===== config.mk =====
export PLATFORM = sky130hd
export DESIGN_NAME = lcs3_ctrl
export DESIGN_NICKNAME = d
export VERILOG_FILES = /design/src/rtl/core/lcs3_pkg.sv /design/src/rtl/core/lcs3_ctrl.sv
export SDC_FILE = /design/constraint.sdc
export NUM_CORES = 1
export LEC_CHECK = 0
export ABC_AREA = 1
export BUFFER_PORTS_ARGS = -buffer_cell sky130_fd_sc_hd__buf_2
export CELL_PAD_IN_SITES_DETAIL_PLACEMENT = 1
export CELL_PAD_IN_SITES_GLOBAL_PLACEMENT = 2
export CORE_AREA = 2 2 46 48
export DETAILED_ROUTE_END_ITERATION = 8
export DIE_AREA = 0 0 48 50
export PLACE_DENSITY = 0.67
export SYNTH_ARGS = -nofsm -noshare
export SYNTH_HDL_FRONTEND = slang
export SYNTH_SLANG_ARGS = --single-unit

===== constraint.sdc =====
create_clock -name i_clk -period 1.2 [get_ports i_clk]
set_input_delay 0 -clock i_clk [delete_from_list [all_inputs] [get_ports i_clk]]
set_output_delay 0 -clock i_clk [all_outputs]
set_load 0.01 [all_outputs]

===== src/rtl/core/lcs3_pkg.sv =====
`timescale 1ns / 1ps
`default_nettype none
// ----------------------------------------------------------------------------
// lcs3_pkg: shared types and constants
// Sizes, op codes and the command/status bundles of the three-sequence LCS.
// ----------------------------------------------------------------------------
package lcs3_pkg;

    localparam int MAX_LEN = 32;
    localparam int LEN_W   = $clog2(MAX_LEN + 1);
    localparam int SEQ_AW  = (MAX_LEN > 1) ? $clog2(MAX_LEN) : 1;
    localparam int ADDR_W  = 1 + 2 * LEN_W;
    localparam int CHAR_W  = 8;
    localparam int OP_W    = 2;
    localparam int LCS_W   = 6;
    localparam int LCS_MAX = (1 << LCS_W) - 1;

    typedef enum logic [OP_W-1:0] {
        OP_APPEND_FIRST  = 2'd0,
        OP_APPEND_SECOND = 2'd1,
        OP_APPEND_THIRD  = 2'd2,
        OP_COMPUTE       = 2'd3
    } t_op;

    typedef enum logic [1:0] {
        RD_DIAG  = 2'd0,
        RD_UP    = 2'd1,
        RD_NORTH = 2'd2
    } t_rd_sel;

    typedef struct packed {
        logic    push;
        logic    start;
        logic    rd_en;
        t_rd_sel rd_sel;
        logic    cap_diag;
        logic    cap_up;
        logic    write;
        logic    publish;
    } t_cmd;

    typedef struct packed {
        logic empty;
        logic boundary;
        logic last_i;
        logic last_j;
        logic last_k;
    } t_status;

endpackage
`default_nettype wire


===== src/rtl/core/lcs3_ctrl.sv =====
`timescale 1ns / 1ps
`default_nettype none
// ----------------------------------------------------------------------------
// lcs3_ctrl: sweep sequencer
// Accepts requests, steps the datapath through the score table cell by
// cell and hands the result to the output register.
// ----------------------------------------------------------------------------
module lcs3_ctrl (
    input  wire logic                   i_clk,
    input  wire logic                   i_rst_n,
    input  wire logic                   i_in_valid,
    input  wire logic [1:0]             i_op,
    input  wire logic                   i_out_stall,
    input  wire lcs3_pkg::t_status      i_status,
    output lcs3_pkg::t_cmd              o_cmd,
    output logic                        o_in_stall,
    output logic                        o_out_valid
);
    import lcs3_pkg::*;

    typedef enum logic [2:0] {
        ST_IDLE,
        ST_CELL,
        ST_RD_UP,
        ST_RD_NORTH,
        ST_WRITE,
        ST_DONE
    } t_state;

    t_state r_state;
    logic   r_out_valid;
    logic   w_accept, w_compute, w_out_free, w_last_cell;

    assign o_in_stall  = (r_state != ST_IDLE);
    assign o_out_valid = r_out_valid;
    assign w_accept    = i_in_valid && !o_in_stall;
    assign w_compute   = (t_op'(i_op) == OP_COMPUTE);
    assign w_out_free  = !r_out_valid || !i_out_stall;
    assign w_last_cell = i_status.last_i && i_status.last_j && i_status.last_k;

    always_comb begin
        o_cmd        = '0;
        o_cmd.rd_sel = RD_DIAG;
        unique case (r_state)
            ST_IDLE: begin
                o_cmd.push  = w_accept && !w_compute;
                o_cmd.start = w_accept && w_compute && !i_status.empty;
            end
            ST_CELL: begin
                o_cmd.write = i_status.boundary;
                o_cmd.rd_en = !i_status.boundary;
            end
            ST_RD_UP: begin
                o_cmd.rd_en    = 1'b1;
                o_cmd.rd_sel   = RD_UP;
                o_cmd.cap_diag = 1'b1;
            end
            ST_RD_NORTH: begin
                o_cmd.rd_en  = 1'b1;
                o_cmd.rd_sel = RD_NORTH;
                o_cmd.cap_up = 1'b1;
            end
            ST_WRITE: o_cmd.write = 1'b1;
            ST_DONE:  o_cmd.publish = w_out_free;
            default: begin
            end
        endcase
    end

    always_ff @(posedge i_clk) begin
        if (!i_rst_n) begin
            r_state     <= ST_IDLE;
            r_out_valid <= 1'b0;
        end else begin
            if (o_cmd.publish)     r_out_valid <= 1'b1;
            else if (!i_out_stall) r_out_valid <= 1'b0;
            unique case (r_state)
                ST_IDLE: begin
                    if (w_accept && w_compute)
                        r_state <= i_status.empty ? ST_DONE : ST_CELL;
                end
                ST_CELL: begin
                    if (!i_status.boundary)  r_state <= ST_RD_UP;
                    else if (w_last_cell)    r_state <= ST_DONE;
                end
                ST_RD_UP:    r_state <= ST_RD_NORTH;
                ST_RD_NORTH: r_state <= ST_WRITE;
                ST_WRITE:    r_state <= w_last_cell ? ST_DONE : ST_CELL;
                ST_DONE: begin
                    if (w_out_free) r_state <= ST_IDLE;
                end
                default: r_state <= ST_IDLE;
            endcase
        end
    end

`ifndef ASSERT_OFF
    a_cmd_exclusive: assert property (@(posedge i_clk) disable iff (!i_rst_n)
        $onehot0({o_cmd.push, o_cmd.start, o_cmd.write, o_cmd.publish}))
        else $error("more than one datapath command at once");

    a_publish_free: assert property (@(posedge i_clk) disable iff (!i_rst_n)
        o_cmd.publish |-> (!r_out_valid || !i_out_stall))
        else $error("result published over a pending result");

    a_start_sweep: assert property (@(posedge i_clk) disable iff (!i_rst_n)
        o_cmd.start |=> (r_state == ST_CELL))
        else $error("sweep did not begin after start");

    a_write_order: assert property (@(posedge i_clk) disable iff (!i_rst_n)
        (r_state == ST_WRITE) |-> ($past(r_state) == ST_RD_NORTH))
        else $error("cell write without its neighbor reads");
`endif

endmodule
`default_nettype wire


* Yosys cells after proc, flatten, opt, wreduce, memory -nomap -nowiden *
Index checks and enable logic that the tools add are counted.

word-level totals
  register bits after elaboration = 4
  input port bits = 11
  output and inout bits = 11
  word-level logic and storage cells = 45

operators by class
  equality and inequality tests = 10
  multiplexer cells = 16
  reduce and logical (&&, ||, !) cells = 17

operators by type and width
  kind                count
  $mux 3              6
  $pmux 3 s6          1
  $eq 3x2->1 const B  2
  $eq 3x3->1 const B  2
  $logic_and 1x1->1   6
  $logic_not 1->1     6
  $mux 1              5
  $ne 2x2->1 const B  2
  $pmux 1 s2          2
  $pmux 2 s2          1
  $eq 3x1->1 const B  1
  $logic_not 3->1     1
  $ne 3x3->1 const B  1
  $reduce_and 3->1    1
  $reduce_bool 3->1   1
  $eq 2x2->1 const B  1
  $mux 2              1
  $ne 2x1->1 const B  1
  $reduce_or 2->1     1
  $logic_or 1x1->1    1

* Logic depth before layout (Yosys ltp) *
Gate-level depths: netlist of run 1.

  word-level depth = 6
  depth in mapped cells = 8
  depth with buffers taken out = 8

* Worst setup path after synthesis of run 1 *
OpenSTA, ideal clock, no wires.

  kind = register to register
  start point = register r_state[1]
  end point = register r_state[1]
  library setup time = 0.065 ns
  arrival time = 1.044 ns
  setup slack = 0.091 ns
  cell stages (with the launch flop) = 5
  period minus slack after synthesis = 1.109 ns
  path through = dfxtp_1 inv_2 nor3_1 nor2_1 nor2_1

between the ends
  longest elaborated chain between the ends = 6
  elaborated cells between the ends (all ways) = 15
  those cells by class = eq/ne: 8; mux: 1; reduce/logical: 6

ends and longest elaborated chain
  what                        line             RTL
  start, declared             lcs3_ctrl.sv:30  t_state r_state;
  start signal, assigned      lcs3_ctrl.sv:80  r_state <= i_status.empty ? ST_DONE : ST_CELL;
  start signal, assigned      lcs3_ctrl.sv:88  ST_WRITE: r_state <= w_last_cell ? ST_DONE : ST_CELL;
  $reduce_bool 3->1           lcs3_ctrl.sv:34  assign o_in_stall = (r_state != ST_IDLE);
  $logic_not 1->1             lcs3_ctrl.sv:36  assign w_accept = i_in_valid && !o_in_stall;
  $logic_and 1x1->1           lcs3_ctrl.sv:36
  $logic_and 1x1->1           lcs3_ctrl.sv:79  if (w_accept && w_compute)
  $ne 2x2->1 (no line)        -
  $reduce_and 3->1 (no line)  -

Parallel ways exist; a longest one is shown, timed or not.
A chain may end at the register's enable or synchronous reset.

==> results.md, run 1 <==
* Status: completed
* Crit share post-route at 97.4%
* I/O Buffers at 21
* Hold path depth at 3
* Gr ovfl total at 0
* Cell taking the most area after synthesis: dfxtp_1
* Die area at 2400 sq um
* Largest net degree at the start of global routing at 7
* Routed vias/inst at 4.08
* Slew Limit Fails at 0
* Crit path kind: reg -> out
* Global Route Usage Sum at 9.96%
* Flops & latches, synth at 4
* Num CTS Buffers at 3
* Utilization after layout at 28.8%
* Register area at 87.6 sq um
* # clock sinks at 4
* Synth top area cells: dfxtp_1 26%, nand2_1 13%, nor2_1 8.4%, nand3_2 6.4%, nor3_1 6.4%
* Compound-Gate Fraction of Synth Area at 14.8%
* RR Startpoint: r_state[2]$_SDFFE_PN0P_
* Slew HR at 84.1%
* Worst-path clk slew at 30 ps
* Worst-Skew Late Latency at 230 ps
* Syn nets at 62
* Vias in the first global route at 405
* RD Place Congestion at 0.743
* Final WL at 1.00 mm
* Fillers at 251
* Sequential area share after synthesis at 25.6%
* Worst flop-to-flop path endpoint: r_state[2]$_SDFFE_PN0P_
* Worst r2r path cells at 8
* Minimum clock period at 1170 ps
* Syn_area_per_cell at 6.13 sq um
* Synth Warn # at 0
* Worst reg-to-reg setup slack at 100 ps
* Synth unique cells at 19
* CTS tree: built
* Setup Skew at 3.40 ps
* Largest family of logic cells by synthesized area: simple AND/OR/NAND/NOR gates
* Leak at 0.282 nW
* Mapped Area at 313 sq um
* Synthesized netlist cell count at 51
* I/O pins at 22
* Peak Freq at 855 MHz
* Synth Flop Type: dfxtp_1
* Internal at 0.000430 W
* Initial antenna violation count at 0
* Layout cells sized above 1 at 58.2%
* Residual DRC at 0
* Most frequent cell after synthesis: nand2_1
* Comb pwr share at 50.9%
* Critical path fanouts, max at 5
* Antenna diodes at 0
* Core Area at 1900 sq um
* CP Launch Type: register
* HP Class: in -> reg
* Final nets at 92
* Data arrival time of the critical path at 1170 ps
* Net Sw Frac at 39.5%
* Top cell type's share of synthesized area at 25.6%
* Worst Hold End: o_out_valid$_SDFFE_PN0P_
* Post-synthesis adder-cell area fraction at 0%
* Post-DP HPWL at 807 microns
* Avg WL per Cell at 9.46 microns
* Pre-CTS setup slack at 25.7 ps
* DRT antenna net count at 0
* Worst Min Path Start: i_out_stall
* Post-synth EDFFs at 0
* Clk buf depth at 2
* Reg power frac at 26.0%
* Drt pass-1 iters at 2
* Layout area overhead at 75.2%
* NetSw at 0.000281 W
* XOR/XNOR Fraction of Synth Area at 0%
* Simple-Gate Fraction of Synth Area at 47.2%
* Required time of the critical path at 1200 ps
* Pwr Total at 0.000711 W
* RSZ-0062 raised after global routing: yes
* H-tree depth at 1
* Clk root buf: clkbuf_4
* Worst slew pin tran at 237 ps
* Die Height at 50 microns
* Final setup violation count at 0
* Clk pwr share at 23.2%
* Initial DRC count at 2
* Maximum vdd drop at 0.453 mV
* Power per Cell Area at 1300 nW/um^2
* Async SR Flop Fraction at 0%
* Setup WS post-layout at 30.7 ps
* Fin. Hold Viols at 0
* Most frequent cells after synthesis: 11 x nand2_1, 7 x nor2_1, 4 x dfxtp_1, 4 x inv_1, 4 x nor3_1
* Rows at 16
* Die Width at 48 microns
* Max-cap viol count at 0
* Starting density of the core at 16.4%
* Setup crit end kind: primary output
* First-pass GRT wire length at 1.66 mm
* Mux contribution to synthesized area at 0%
* Multi-input logic area at 225 sq um
* Vias at 432
-- layout by cell type, fill, tap and decap left out --
master         synthesis  routed
a21oi_2                0       1
o21ai_1                1       1
nand3_1                3       2
nand2_2                0       2
nor3_1                 4       2
o21ai_0                1       1
a21oi_1                3       2
buf_4                  1       5
nor2_1                 7       6
nand3_2                2       3
dlygate4sd3_1          0       1
nor2_4                 1       2
nand2_1               11       9
nor2_2                 1       1
dfxtp_4                0       2
o31ai_1                1       1
clkbuf_4               0       3
nand3b_1               1       1
dfxtp_1                4       2
inv_1                  4       3
inv_2                  3       4
o22ai_1                1       1
o211ai_1               1       1
buf_2                  1      21
nor3_2                 0       2
-- cell type report --
| cell class | instances | area share, % |
|---|---|---|
| clock buffers | 3 | 4.11 |
| well taps | 27 | 6.16 |
| flip-flops and latches | 4 | 16.0 |
| inverters | 7 | 4.79 |
| repair buffers | 27 | 27.9 |
| multi-input cells | 38 | 41.1 |
-- how the worst max path moves through the flow --
| stage | start | to | slack [ps] | depth (start not counted) |
|---|---|---|---|---|
| final | r_state[1]$_SDFFE_PN0P_ | o_cmd[6] | 30 | 5 |
| after global routing | r_state[1]$_SDFFE_PN0P_ | o_cmd[7] | -70 | 6 |
| after CTS | r_state[1]$_SDFFE_PN0P_ | o_cmd[6] | -10 | 5 |
| after detailed placement | r_state[1]$_SDFFE_PN0P_ | r_state[0]$_SDFFE_PN0P_ | 30 | 7 |
| after global placement | r_state[1]$_SDFFE_PN0P_ | r_state[0]$_SDFFE_PN0P_ | -5 | 7 |
| after floorplan | r_state[1]$_SDFFE_PN0P_ | r_state[1]$_SDFFE_PN0P_ | 90 | 4 |
-- flip-flops by register name (all words and copies together) (netlist names) --
name	flops
r_state	3
o_out_valid	1
-- metrics by stage --
stage	TNS, ps	instances	cell area, sq um	hold slack [ps]
after floorplan	0	51	313	54.4
after global placement	-5.41	100	462	255
after detailed placement	0	100	462	252
after CTS	-12.3	105	517	39.8
after global routing	-159	106	548	84.5
final	0	106	548	58.7
-- per-layer routing --
layer  GRT usage (%)  up-vias  share of wire (%)
li1                -      226                  -
met5               0        -                  0
met4            8.11        0                1.2
met2            14.9       14                 51
met1            11.4      190                 43
met3            2.20        2                4.8
-- critical path, stage by stage, from the launching register on --
cell and delay, ps:
dfxtp_4 360, inv_2 100, nand3_2 80, buf_4 140, o22ai_1 90, buf_2 150
-- power by group through the flow --
| stage | logic [W] | registers (W) | clock network, W |
|---|---|---|---|
| 6_report | 0.000362 | 0.000185 | 0.000165 |
| 5_1_grt | 0.000400 | 0.000188 | 0.000183 |
| 4_1_cts | 0.000326 | 0.000182 | 0.000178 |
| 3_5_place_dp | 0.000297 | 0.000177 | 0 |
| 3_3_place_gp | 0.000298 | 0.000176 | 0 |
| 2_1_floorplan | 0.000184 | 0.000172 | 0 |
-- logic make-up (layout without fill, tap and decap cells) --
| kind of cell | after synthesis | in the layout |
|---|---|---|
| compound gates | 8 | 8 |
| buf+inv | 9 | 37 |
| flops | 4 | 4 |
| simple gates | 30 | 30 |
-- what timing repair did --
item                                   CTS  global route
hold buffers                             1             0
resized for setup                        5             8
endpoints found under the hold margin    1             0
setup endpoints to repair                5             6
pin swaps                                1             2
buffers inserted                         1             1
cloned                                   0             0
Note: power is estimated with default switching activity, not from simulation.
==> run 2: changes to the inputs <==
Settings changed: BUFFER_PORTS_ARGS -buffer_cell sky130_fd_sc_hd__buf_2 to default, CORE_AREA 2 2 46 48 to 2 2 40 42, DIE_AREA 0 0 48 50 to 0 0 42 44, DONT_BUFFER_PORTS from default to 1, PLACE_DENSITY 0.67 to 0.59.
==> run 2 against run 1 <==
Power is 7.4% lower; sequential share of layout area is 2.9 points higher; flip-flop and latch count stayed put; routed wire length decreased by 9.3%; non-clock buffer count fell by 18; first-iteration DRC count fell by 100%; utilization grew 3.5 points; design area decreased by 16%; combinational power fell by 15%; count of clock-buffer cells in the layout did not move; highest routed layer unchanged.
==> results.md, run 2 (synthesis results as in run 1) <==
* Peak Freq at 859 MHz
* Clk root buf: clkbuf_4
* Data arrival time of the critical path at 1160 ps
* Layout cells sized above 1 at 42.6%
* Most frequent cells in the layout: 9 x nand2_1, 6 x nor2_1, 6 x buf_4
* Utilization after layout at 32.3%
* Final nets at 74
* Maximum vdd drop at 0.529 mV
* RR Startpoint: r_state[0]$_SDFFE_PN0P_
* Residual DRC at 0
* Minimum clock period at 1160 ps
* I/O Buffers at 0
* Drt pass-1 iters at 1
* Worst Min Path Start: i_status[3]
* Num CTS Buffers at 3
* Post-DP HPWL at 775 microns
* Gr ovfl total at 0
* H-tree depth at 1
* RSZ-0062 raised after global routing: yes
* Largest net degree at the start of global routing at 7
* Worst-path clk slew at 30 ps
* Initial DRC count at 0
* Critical path fanouts, max at 6
* Register area at 86.3 sq um
* Avg WL per Cell at 11.8 microns
* Starting density of the core at 22.0%
* DRT antenna net count at 0
* Routed vias/inst at 4.82
* Leak at 0.202 nW
* Final WL at 910 microns
* Die area at 1850 sq um
* Crit path kind: reg -> out
* Rows at 14
* Initial antenna violation count at 0
* Worst-Skew Late Latency at 240 ps
* Slew Limit Fails at 0
* Power per Cell Area at 1440 nW/um^2
* Clk buf depth at 2
* Max-cap viol count at 0
* First-pass GRT wire length at 1.39 mm
* Multi-input logic area at 228 sq um
* Setup TNS at 0 ps
* Status: completed
* CP Launch Type: register
* Worst slew pin tran at 411 ps
* Setup crit end kind: primary output
* Antenna diodes at 0
* Slew HR at 72.3%
* HP Class: in -> reg
* I/O pins at 22
* Core Area at 1420 sq um
* Most common cell after layout, fill and taps aside: nand2_1
* RD Place Congestion at 0.700
* Reg with most FFs: r_state
* Layout area overhead at 46.4%
* Fillers at 194
* Vias in the first global route at 364
* # clock sinks at 4
* Die Height at 44 microns
* Fin. Hold Viols at 0
* Final Cell Area at 458 sq um
* Max reg flops at 3
* Required time of the critical path at 1200 ps
* Setup Skew at 4.91 ps
* Placed Area at 365 sq um
* Final setup violation count at 0
* Die Width at 42 microns
* Worst setup path startpoint: r_state[2]$_SDFFE_PN0P_
* Global Route Usage Sum at 10.0%
* Vias at 371
* CTS tree: built
* Crit share post-route at 97.0%
## run 2: what timing repair did
item / CTS / global route
hold buffers: 3 / 0
buffers inserted: 0 / 0
resized for setup: 2 / 11
hold endpoints to repair: 4 / 0
setup endpoints to repair: 6 / 10
pin swaps: 0 / 3
## run 2: cell type report
cell class,instances,share of cell area (%)
Tap cell,16,4.37
Timing Repair Buffer,9,16.4
Sequential cell,4,18.9
Multi-Input combinational cell,38,49.7
Inverter,7,5.74
Clock buffer,3,4.92
## run 2: worst paths after layout
check	end	slack, ps	depth (start not counted)
max	o_cmd[3]	40	3
min	r_state[1]$_SDFFE_PN0P_	2	3
max reg2reg	r_state[0]$_SDFFE_PN0P_	140	7
min reg2reg	o_out_valid$_SDFFE_PN0P_	550	2
## run 2: per-stage QoR
step,std cells,power (W),setup slack [ps],hold slack [ps]
2_1_floorplan,51,0.000357,91.3,54.4
3_3_place_gp,71,0.000450,-30.5,57.7
3_5_place_dp,71,0.000453,8.42,57.8
4_1_cts,77,0.000636,3.03,0.542
5_1_grt,77,0.000716,-28.5,16.6
6_report,77,0.000659,36.4,2.48
## run 2: critical path, stage by stage (launching register included)
cell,delay [ps]
dfxtp_2,330
buf_4,160
nor3_1,250
buf_4,200
## run 2: metal layers
| metal | routed length, microns | share of wire (%) | track usage, % | vias up |
|---|---|---|---|---|
| li1 | - | - | - | 185 |
| met1 | 374 | 41 | 9.02 | 171 |
| met2 | 461 | 51 | 20.3 | 13 |
| met3 | 57 | 6.3 | 2.08 | 2 |
| met4 | 17 | 1.9 | 5.81 | 0 |
| met5 | 0 | 0 | 0 | - |
## run 2: report_power, final
part	internal, W	switching [W]
clock	0.000112	0.0000553
sequential	0.000154	0.0000294
combinational	0.000130	0.000179
total	0.000396	0.000263
